===== config.mk =====
export PLATFORM = sky130hd
export DESIGN_NAME = esb_promiscuous_mouse_frame_check
export DESIGN_NICKNAME = d
export VERILOG_FILES = /design/src/hdl/esbpm_pkg.sv /design/src/hdl/esbpm_in_reg.sv /design/src/hdl/esbpm_frame_track.sv /design/src/hdl/esbpm_out_reg.sv /design/src/hdl/esb_promiscuous_mouse_frame_check.sv
export SDC_FILE = /design/constraint.sdc
export NUM_CORES = 1
export LEC_CHECK = 0
export BUFFER_PORTS_ARGS = -buffer_cell sky130_fd_sc_hd__buf_2
export CAP_MARGIN = 20
export CORE_AREA = 8 8 149 151
export DETAILED_ROUTE_END_ITERATION = 6
export DIE_AREA = 0 0 157 159
export GPL_ROUTABILITY_DRIVEN = 0
export PLACE_DENSITY = 0.57
export SLEW_MARGIN = 20
export SYNTH_ARGS = -nofsm -noshare
export SYNTH_HDL_FRONTEND = slang
export SYNTH_SLANG_ARGS = --single-unit

===== constraint.sdc =====
create_clock -name clock -period 4.71 [get_ports clock]
set_input_delay 1.413 -clock clock [delete_from_list [all_inputs] [get_ports clock]]
set_output_delay 1.413 -clock clock [all_outputs]
set_load 0.02 [all_outputs]

===== src/hdl/esbpm_pkg.sv =====
// Shared types, constants and CRC helpers for the promiscuous mouse frame checker.
// Used by every module under hdl; depends on nothing.
package esbpm_pkg;

   // Frame geometry and field widths
   localparam int FRAME_BYTES_DEF = 32;
   localparam int POS_W           = 5;
   localparam int ADDR_BYTES      = 5;
   localparam int ADDR_W          = 40;
   localparam int CHAN_W          = 7;
   localparam int RCRC_W          = 17;
   localparam int REQ_DATA_W      = 16;
   localparam int RSP_DATA_W      = 56;

   // Byte positions within the raw frame
   localparam logic [POS_W-1:0] POS_LENGTH   = 5'd5;
   localparam logic [POS_W-1:0] POS_SUM_LO   = 5'd7;
   localparam logic [POS_W-1:0] POS_TYPE     = 5'd8;
   localparam logic [POS_W-1:0] POS_CRC_HI   = 5'd16;
   localparam logic [POS_W-1:0] POS_CRC_LO   = 5'd17;
   localparam logic [POS_W-1:0] POS_CRC_TAIL = 5'd18;
   localparam logic [POS_W-1:0] POS_MAX      = 5'd31;

   // Protocol constants
   localparam logic [15:0] CRC_POLY    = 16'h1021;
   localparam logic [15:0] CRC_INIT    = 16'hFFFF;
   localparam logic [7:0]  MOVE_TYPE   = 8'hC2;
   localparam logic [5:0]  WANT_LENGTH = 6'd10;
   localparam logic [2:0]  NOISY_LIMIT = 3'd3;

   typedef enum logic [2:0] {
      VERDICT_MOVE      = 3'd0,
      VERDICT_LENGTH    = 3'd1,
      VERDICT_NOISY     = 3'd2,
      VERDICT_DONGLE    = 3'd3,
      VERDICT_CRC_BAD   = 3'd4,
      VERDICT_SUM_BAD   = 3'd5,
      VERDICT_OTHER     = 3'd6,
      VERDICT_SHORT     = 3'd7
   } verdict_type;

   // One request as held in the input register
   typedef struct packed {
      logic [7:0]        frame_byte;
      logic [CHAN_W-1:0] radio_channel;
      logic              last_byte;
   } req_item_type;

   // One result as produced by the frame tracker
   typedef struct packed {
      logic [2:0]        verdict;
      logic [ADDR_W-1:0] device_address;
      logic [CHAN_W-1:0] frame_channel;
   } rsp_item_type;

   // Handshake control between the stages
   typedef struct packed {
      logic advance;   // input register hands its request to the tracker
      logic load;      // tracker writes a result into the output register
   } stage_ctrl_type;

   // One CRC-16-CCITT step for a single bit, MSB first
   function automatic logic [15:0] crc_shift(input logic [15:0] crc);
      crc_shift = crc[15] ? ({crc[14:0], 1'b0} ^ CRC_POLY) : {crc[14:0], 1'b0};
   endfunction

   // Full byte through the CRC
   function automatic logic [15:0] crc_byte(input logic [15:0] crc, input logic [7:0] data);
      logic [15:0] acc;
      acc = crc ^ {data, 8'h00};
      for (int i = 0; i < 8; i++) begin
         acc = crc_shift(acc);
      end
      crc_byte = acc;
   endfunction

   // Single top bit through the CRC
   function automatic logic [15:0] crc_bit(input logic [15:0] crc, input logic data_bit);
      crc_bit = crc_shift(crc ^ {data_bit, 15'h0000});
   endfunction

   function automatic logic is_noisy(input logic [7:0] b);
      is_noisy = (b == 8'h00) || (b == 8'hFF) || (b == 8'hAA) || (b == 8'h55);
   endfunction

endpackage


===== src/hdl/esbpm_in_reg.sv =====
// Input register stage: captures one request and holds it until the tracker takes it.
// Depends on esbpm_pkg.
module esbpm_in_reg (
   input  logic                     clock,
   input  logic                     reset,
   input  logic                     req_tvalid,
   output logic                     req_tready,
   input  esbpm_pkg::req_item_type  req_item,
   input  esbpm_pkg::stage_ctrl_type ctrl,
   output logic                     item_valid,
   output esbpm_pkg::req_item_type  item
);
   import esbpm_pkg::*;

   logic         valid_ff, valid_in;
   req_item_type item_ff;
   logic         req_fire;

   // Free when empty or when the held request moves on this cycle
   assign req_tready = !valid_ff || ctrl.advance;
   assign req_fire   = req_tvalid && req_tready;

   always_comb begin
      valid_in = valid_ff;
      if (req_fire) begin
         valid_in = 1'b1;
      end else if (ctrl.advance) begin
         valid_in = 1'b0;
      end
   end

   always_ff @(posedge clock) begin
      if (reset) begin
         valid_ff <= 1'b0;
      end else begin
         valid_ff <= valid_in;
      end
   end

   // Capture payload on every accepted request
   always_ff @(posedge clock) begin
      if (req_fire) begin
         item_ff <= req_item;
      end
   end

   assign item_valid = valid_ff;
   assign item       = item_ff;

endmodule


===== src/hdl/esbpm_frame_track.sv =====
// Frame tracker: per-byte state update (address, CRC, checksum, fields) and final verdict.
// Depends on esbpm_pkg for types, constants and CRC functions.
module esbpm_frame_track #(
   parameter int FRAME_BYTES = esbpm_pkg::FRAME_BYTES_DEF
) (
   input  logic                      clock,
   input  logic                      reset,
   input  esbpm_pkg::stage_ctrl_type ctrl,
   input  esbpm_pkg::req_item_type   item,
   output esbpm_pkg::rsp_item_type   result
);
   import esbpm_pkg::*;

   logic [POS_W-1:0]  pos_ff,     pos_in;
   logic [15:0]       crc_ff,     crc_in;
   logic [RCRC_W-1:0] rcrc_ff,    rcrc_in;
   logic [ADDR_W-1:0] addr_ff,    addr_in;
   logic [2:0]        noisy_ff,   noisy_in;
   logic [5:0]        length_ff,  length_in;
   logic [7:0]        sum_ff,     sum_in;
   logic [7:0]        prev_ff,    prev_in;
   logic [7:0]        ftype_ff,   ftype_in;
   logic [CHAN_W-1:0] chan_ff,    chan_in;

   // Values after this byte, before the end-of-frame clear
   logic [15:0]       crc_nx;
   logic [RCRC_W-1:0] rcrc_nx;
   logic [ADDR_W-1:0] addr_nx;
   logic [2:0]        noisy_nx;
   logic [5:0]        length_nx;
   logic [7:0]        sum_nx;
   logic [7:0]        ftype_nx;
   logic [CHAN_W-1:0] chan_nx;
   logic [7:0]        payload_byte;
   logic [7:0]        b;
   logic              is_short;
   verdict_type       verdict;

   assign b            = item.frame_byte;
   assign payload_byte = {prev_ff[6:0], b[7]};
   assign is_short     = ({1'b0, pos_ff} + 6'd1) < 6'(FRAME_BYTES);

   // Fold the current byte into the frame state
   always_comb begin
      chan_nx   = (pos_ff == '0) ? item.radio_channel : chan_ff;
      addr_nx   = addr_ff;
      for (int k = 0; k < ADDR_BYTES; k++) begin
         if (pos_ff == POS_W'(k)) begin
            addr_nx[8*k +: 8] = addr_ff[8*k +: 8] | b;
         end
      end
      noisy_nx  = noisy_ff;
      if ((pos_ff < POS_W'(ADDR_BYTES)) && is_noisy(b)) begin
         noisy_nx = noisy_ff + 3'd1;
      end
      length_nx = (pos_ff == POS_LENGTH) ? b[7:2] : length_ff;
      if (pos_ff < POS_CRC_HI) begin
         crc_nx = crc_byte(crc_ff, b);
      end else if (pos_ff == POS_CRC_HI) begin
         crc_nx = crc_bit(crc_ff, b[7]);
      end else begin
         crc_nx = crc_ff;
      end
      sum_nx   = sum_ff;
      ftype_nx = ftype_ff;
      if ((pos_ff >= POS_SUM_LO) && (pos_ff <= POS_CRC_HI)) begin
         sum_nx = sum_ff + payload_byte;
         if (pos_ff == POS_TYPE) begin
            ftype_nx = payload_byte;
         end
      end
      rcrc_nx = rcrc_ff;
      if (pos_ff == POS_CRC_HI) begin
         rcrc_nx = {9'h000, b};
      end else if (pos_ff == POS_CRC_LO) begin
         rcrc_nx = {rcrc_ff[8:0], b};
      end else if (pos_ff == POS_CRC_TAIL) begin
         rcrc_nx = {rcrc_ff[15:0], b[7]};
      end
   end

   // Verdict in priority order
   always_comb begin
      if (is_short) begin
         verdict = VERDICT_SHORT;
      end else if (length_nx != WANT_LENGTH) begin
         verdict = VERDICT_LENGTH;
      end else if (noisy_nx >= NOISY_LIMIT) begin
         verdict = VERDICT_NOISY;
      end else if (addr_nx[ADDR_W-1 -: 8] == 8'h00) begin
         verdict = VERDICT_DONGLE;
      end else if (rcrc_nx[15:0] != crc_nx) begin
         verdict = VERDICT_CRC_BAD;
      end else if (sum_nx != 8'h00) begin
         verdict = VERDICT_SUM_BAD;
      end else if (ftype_nx != MOVE_TYPE) begin
         verdict = VERDICT_OTHER;
      end else begin
         verdict = VERDICT_MOVE;
      end
   end

   assign result.verdict        = 3'(verdict);
   assign result.device_address = addr_nx;
   assign result.frame_channel  = chan_nx;

   // Advance or clear the state; hold when no byte moves
   always_comb begin
      pos_in    = pos_ff;
      crc_in    = crc_ff;
      rcrc_in   = rcrc_ff;
      addr_in   = addr_ff;
      noisy_in  = noisy_ff;
      length_in = length_ff;
      sum_in    = sum_ff;
      prev_in   = prev_ff;
      ftype_in  = ftype_ff;
      chan_in   = chan_ff;
      if (ctrl.advance) begin
         if (item.last_byte) begin
            pos_in    = '0;
            crc_in    = CRC_INIT;
            rcrc_in   = '0;
            addr_in   = '0;
            noisy_in  = '0;
            length_in = '0;
            sum_in    = '0;
            prev_in   = '0;
            ftype_in  = '0;
            chan_in   = '0;
         end else begin
            pos_in    = (pos_ff < POS_MAX) ? pos_ff + 5'd1 : pos_ff;
            crc_in    = crc_nx;
            rcrc_in   = rcrc_nx;
            addr_in   = addr_nx;
            noisy_in  = noisy_nx;
            length_in = length_nx;
            sum_in    = sum_nx;
            prev_in   = b;
            ftype_in  = ftype_nx;
            chan_in   = chan_nx;
         end
      end
   end

   always_ff @(posedge clock) begin
      if (reset) begin
         pos_ff    <= '0;
         crc_ff    <= CRC_INIT;
         rcrc_ff   <= '0;
         addr_ff   <= '0;
         noisy_ff  <= '0;
         length_ff <= '0;
         sum_ff    <= '0;
         prev_ff   <= '0;
         ftype_ff  <= '0;
         chan_ff   <= '0;
      end else begin
         pos_ff    <= pos_in;
         crc_ff    <= crc_in;
         rcrc_ff   <= rcrc_in;
         addr_ff   <= addr_in;
         noisy_ff  <= noisy_in;
         length_ff <= length_in;
         sum_ff    <= sum_in;
         prev_ff   <= prev_in;
         ftype_ff  <= ftype_in;
         chan_ff   <= chan_in;
      end
   end

endmodule


===== src/hdl/esbpm_out_reg.sv =====
// Result register: holds one verdict until the downstream side takes it.
// Depends on esbpm_pkg.
module esbpm_out_reg (
   input  logic                      clock,
   input  logic                      reset,
   input  esbpm_pkg::stage_ctrl_type ctrl,
   input  esbpm_pkg::rsp_item_type   result,
   output logic                      rsp_tvalid,
   input  logic                      rsp_tready,
   output esbpm_pkg::rsp_item_type   rsp_item
);
   import esbpm_pkg::*;

   logic         valid_ff, valid_in;
   rsp_item_type item_ff;

   // Fill on a new result, drain when taken
   always_comb begin
      valid_in = valid_ff;
      if (ctrl.load) begin
         valid_in = 1'b1;
      end else if (rsp_tready) begin
         valid_in = 1'b0;
      end
   end

   always_ff @(posedge clock) begin
      if (reset) begin
         valid_ff <= 1'b0;
      end else begin
         valid_ff <= valid_in;
      end
   end

   always_ff @(posedge clock) begin
      if (ctrl.load) begin
         item_ff <= result;
      end
   end

   assign rsp_tvalid = valid_ff;
   assign rsp_item   = item_ff;

endmodule


===== src/hdl/esb_promiscuous_mouse_frame_check.sv =====
// Promiscuous mouse frame checker, top level.
// Result path: a request with tlast is captured in the input register, then its
// verdict moves into the result register and raises rsp_tvalid when it has room.
// Throughput: one byte per cycle; the input register and the result register
// decouple the two sides, and only a held, untaken result stalls a final byte.
// Reset: synchronous, active high; clears both valid flags and all frame state.
module esb_promiscuous_mouse_frame_check #(
   parameter int FRAME_BYTES = esbpm_pkg::FRAME_BYTES_DEF
) (
   input  logic                                 clock,
   input  logic                                 reset,
   input  logic                                 req_tvalid,
   output logic                                 req_tready,
   // [7:0] frame_byte, [14:8] radio_channel, [15] zero
   input  logic [esbpm_pkg::REQ_DATA_W-1:0]     req_tdata,
   input  logic                                 req_tlast,
   output logic                                 rsp_tvalid,
   input  logic                                 rsp_tready,
   // [2:0] verdict, [42:3] device_address, [49:43] frame_channel, [55:50] zero
   output logic [esbpm_pkg::RSP_DATA_W-1:0]     rsp_tdata
);
   import esbpm_pkg::*;

   req_item_type   req_item;
   req_item_type   item;
   logic           item_valid;
   rsp_item_type   result;
   rsp_item_type   rsp_item;
   stage_ctrl_type ctrl;

   // Unpack the request
   assign req_item.frame_byte    = req_tdata[7:0];
   assign req_item.radio_channel = req_tdata[14:8];
   assign req_item.last_byte     = req_tlast;

   // Move a byte unless it ends a frame and the result slot is still full
   assign ctrl.advance = item_valid && (!item.last_byte || !rsp_tvalid || rsp_tready);
   assign ctrl.load    = ctrl.advance && item.last_byte;

   esbpm_in_reg u_in_reg (
      .clock      (clock),
      .reset      (reset),
      .req_tvalid (req_tvalid),
      .req_tready (req_tready),
      .req_item   (req_item),
      .ctrl       (ctrl),
      .item_valid (item_valid),
      .item       (item)
   );

   esbpm_frame_track #(
      .FRAME_BYTES (FRAME_BYTES)
   ) u_frame_track (
      .clock  (clock),
      .reset  (reset),
      .ctrl   (ctrl),
      .item   (item),
      .result (result)
   );

   esbpm_out_reg u_out_reg (
      .clock      (clock),
      .reset      (reset),
      .ctrl       (ctrl),
      .result     (result),
      .rsp_tvalid (rsp_tvalid),
      .rsp_tready (rsp_tready),
      .rsp_item   (rsp_item)
   );

   // Pack the result
   assign rsp_tdata = {6'b000000, rsp_item.frame_channel, rsp_item.device_address,
                       rsp_item.verdict};

   // A result only ever rises from a final byte moving into the tracker
   assert property (@(posedge clock) disable iff (reset)
      $rose(rsp_tvalid) |-> $past(ctrl.load))
      else $error("result appeared without a final byte");

   // A byte that does not end a frame never waits in the input register
   assert property (@(posedge clock) disable iff (reset)
      item_valid && !item.last_byte |-> ctrl.advance)
      else $error("mid-frame byte stalled");

   // An accepted request is held in the input register on the next cycle
   assert property (@(posedge clock) disable iff (reset)
      req_tvalid && req_tready |=> item_valid)
      else $error("accepted request lost");

   // A full, untaken result slot is never overwritten
   assert property (@(posedge clock) disable iff (reset)
      rsp_tvalid && !rsp_tready |-> !ctrl.load)
      else $error("pending result overwritten");

endmodule


==> results.md <==
- CP max stage delay: 0.70 ns
- Max capacitance violation total: 0
- DR iter-0 viols: 392
- Largest net degree at the start of global routing: 58
- Via count: 6580
- Fin. Hold Viols: 0
- Post-Route M1 WL: 9.988 mm
- Synthesized flop and latch total: 184
- Met3 wire length: 1.222 mm
- Initial antenna violation count: 0
- Chip width: 157 um
- Max VDD drop: 216.8 uV
- IO Pins: 79
- Tot Pwr: approximately 3.6 mW
- Final Slew Violations: 0
- Period utilisation layout: 0.8074
- Die height: 159 um
- Status: completed
- Utilization after layout: 0.4945
- Min-Delay Path Class: register to register
- Mapped Cells: roughly 820
- Cell area power density: 370.5 nW/um^2
- Dominant cell by count in the synthesized netlist: dfxtp_1
- Achievable clock frequency: ~0.26 GHz
- Share of layout cells above drive strength 1: 0.1759
- WL met2: 10.49 mm
- Largest fanout on the critical path: 14
- Top cells by count, synth: dfxtp_1, nor2_1, edfxtp_1, nand2_1
- Critical path type: register to register
- Total wire length: 22.21 mm
- Clock Sink Count: roughly 180
- Worst path cell trace: inv_1, ha_1, or3b_1, mux2_4, mux2i_1, xnor2_1, a2111oi_2, nor4b_2, nand3b_1, o22a_1
- Post-CTS sizing: 0
- Core area: slightly below 20000 sq um
- CTS buffer count: 17
- Total global-route track usage: 0.1793
- Post-synth EDFFs: between 60 and 70
- Ranking of synthesized cells by area: dfxtp_1, edfxtp_1, a22oi_1
- YS warnings: 0
- Main synth FF type: dfxtp_1
- Post-DP HPWL: around 15 mm
- Worst-path clk slew: roughly 0.08 ns
- First-pass GRT wire length: 35.06 mm
- Post-CTS Repair Setup Buffers: 0
- Clock latency on the worst-skew pair: between 0.4 and 0.5 ns
- Die area: 24960 sq um
- Leak Pwr: between 4 and 5 nW
- Clock skew: 0.01365 ns
- Minimum clock period: roughly 3.8 ns
- RSZ-0062 raised after global routing: false
- Synth area leader: dfxtp_1
- Setup TNS: 0 ns
- Routed Antenna Nets: 0
- Ant. Diodes: 0
- Routed wire per std cell: 19.30 um
- Global route overflow: 0
- Synth top area share: 0.2754
- Post-synthesis async set-or-reset flop share: 0
- Highest metal used: met4
- Syn avg cell area: 10.47 sq um
- Setup WS pre-CTS: a little under 1 ns
- Layout area overhead: 14.38%
- DRC viols: 0
- Yosys cell types: 76
- CTS root buf: clkbuf_16
- Max stage delay cell, worst path: or3b_1
- Measured slew at the worst slew-check pin: 1.025 ns
- Worst hold slack: between 0.4 and 0.5 ns
- Drt first pass iters: 5
- CTS tree: done
- Clock Tree Buf Depth: 2
- Worst slew margin: 0.3155
- Number of vias per cell: 5.717
- Starting density of the core: 0.4323
- Setup violators final: 0
- Hold Buf Count CTS: 0
- IO Port Bufs: slightly above 70
- H-tree depth: 4
- Crit path arrival time: 4.00 ns
- Worst setup SP type: register
- Seq/Total Area, Yosys: 0.5064
- Post-route setup slack: 0.9074 ns
- Row count: 52
- Vias in the first global route: approximately 6500
- Layout Nets: 902
- Fill count: 1805
- Critical Path RT: 4.91 ns
- Mapped Area: 8578 sq um
- Crit. End Element: register
[critical path: cells and delay by family (launching register included)]
family          cells  cell delay [ns]
simple gates        3             1.33
mux                 2             0.66
compound gates      2             0.52
fa+ha+maj           1             0.40
flops               1             0.39
buf+inv             1             0.12
xor+xnor            1             0.12
[cell families (layout without fill, tap and decap cells)]
| logic type | count (synthesis) | after routing | share of synthesized area |
|---|---|---|---|
| and+or+nand+nor | 234 | 234 | 0.1384 |
| AOI/OAI and AO/OA | 231 | 231 | 0.1921 |
| DFF | 184 | 184 | 0.5064 |
| buffers and inverters | 71 | 128 | 0.03632 |
| xor gates and xnor gates | 46 | 46 | 0.05674 |
| muxes | 39 | 39 | 0.04974 |
| adders and majority gates | 13 | 13 | 0.01984 |
| other | 1 | 6 | 0.0004372 |
[area by class of cell]
type	count	area [sq um]	share of cell area
inverter	8	30.03	0.003060
multi-input combinational	569	3966	0.4042
sequential	184	4344	0.4427
tap	270	337.8	0.03443
timing repair buffer	88	483.0	0.04922
clock buffer	17	425.4	0.04336
clock inverter	15	225.2	0.02295
[state kept, by name, indices dropped and copies added, names as in the netlist]
name,count
u_frame_track.pos_ff,5
u_frame_track.rcrc_ff,16
u_frame_track.chan_ff,7
u_frame_track.noisy_ff,3
u_in_reg.item,16
u_out_reg.rsp_tvalid,1
u_frame_track.crc_ff,16
u_out_reg.rsp_item,50
u_frame_track.prev_ff,7
u_frame_track.sum_ff,8
u_in_reg.item_valid,1
u_frame_track.length_ff,6
u_frame_track.addr_ff,40
u_frame_track.ftype_ff,8
[stage by stage]
step | cells | cell area [sq um]
floorplan | 824 | 8597
global placement | 1119 | 9155
detailed placement | 1119 | 9155
CTS | 1151 | 9806
global route | 1151 | 9812
finish | 1151 | 9812
[per-layer routing]
metal | up-vias | GRT usage
met5 | - | 0
met4 | 0 | 0.06818
met3 | 30 | 0.04180
met2 | 201 | 0.2860
met1 | 3235 | 0.2310
li1 | 3114 | -
[placed cells by master (no fill, tap or decap), drive strengths merged, types with 6 or more instances in the layout]
cell	synthesis	routed
clkinv	0	9
nand3	18	18
a21oi	30	30
a21o	41	41
a22oi	46	46
nor3b	6	6
and2	7	7
o211a	25	25
ha	12	12
o21ai	42	42
xor2	10	10
edfxtp	66	66
nor2	89	89
clkbuf	46	17
nand3b	9	9
mux2	13	13
nor4	6	6
o2bb2ai	7	7
dfxtp	118	118
inv	8	13
xnor2	30	30
nand2	52	52
o211ai	8	8
mux2i	26	26
buf	17	88
conb	1	6
[power by group]
| part | switching (mW) | internal, mW | total (mW) |
|---|---|---|---|
| combinational | 0.241 | 0.162 | 0.402 |
| clock | 0.728 | 0.782 | 1.51 |
| sequential | 0.0394 | 1.68 | 1.72 |
[final timing paths]
kind / from / to / slack [ns] / depth (start not counted)
worst max-delay path: u_frame_track.pos_ff[0] / u_out_reg.rsp_item[49] / 0.91 / 10
worst max register to register: u_frame_track.pos_ff[0] / u_out_reg.rsp_item[49] / 0.91 / 10
worst min-delay path: u_frame_track.length_ff[3] / u_frame_track.length_ff[3] / 0.49 / 2
worst min register to register: u_frame_track.length_ff[3] / u_frame_track.length_ff[3] / 0.49 / 2
Power figures use the tool's default switching activity.
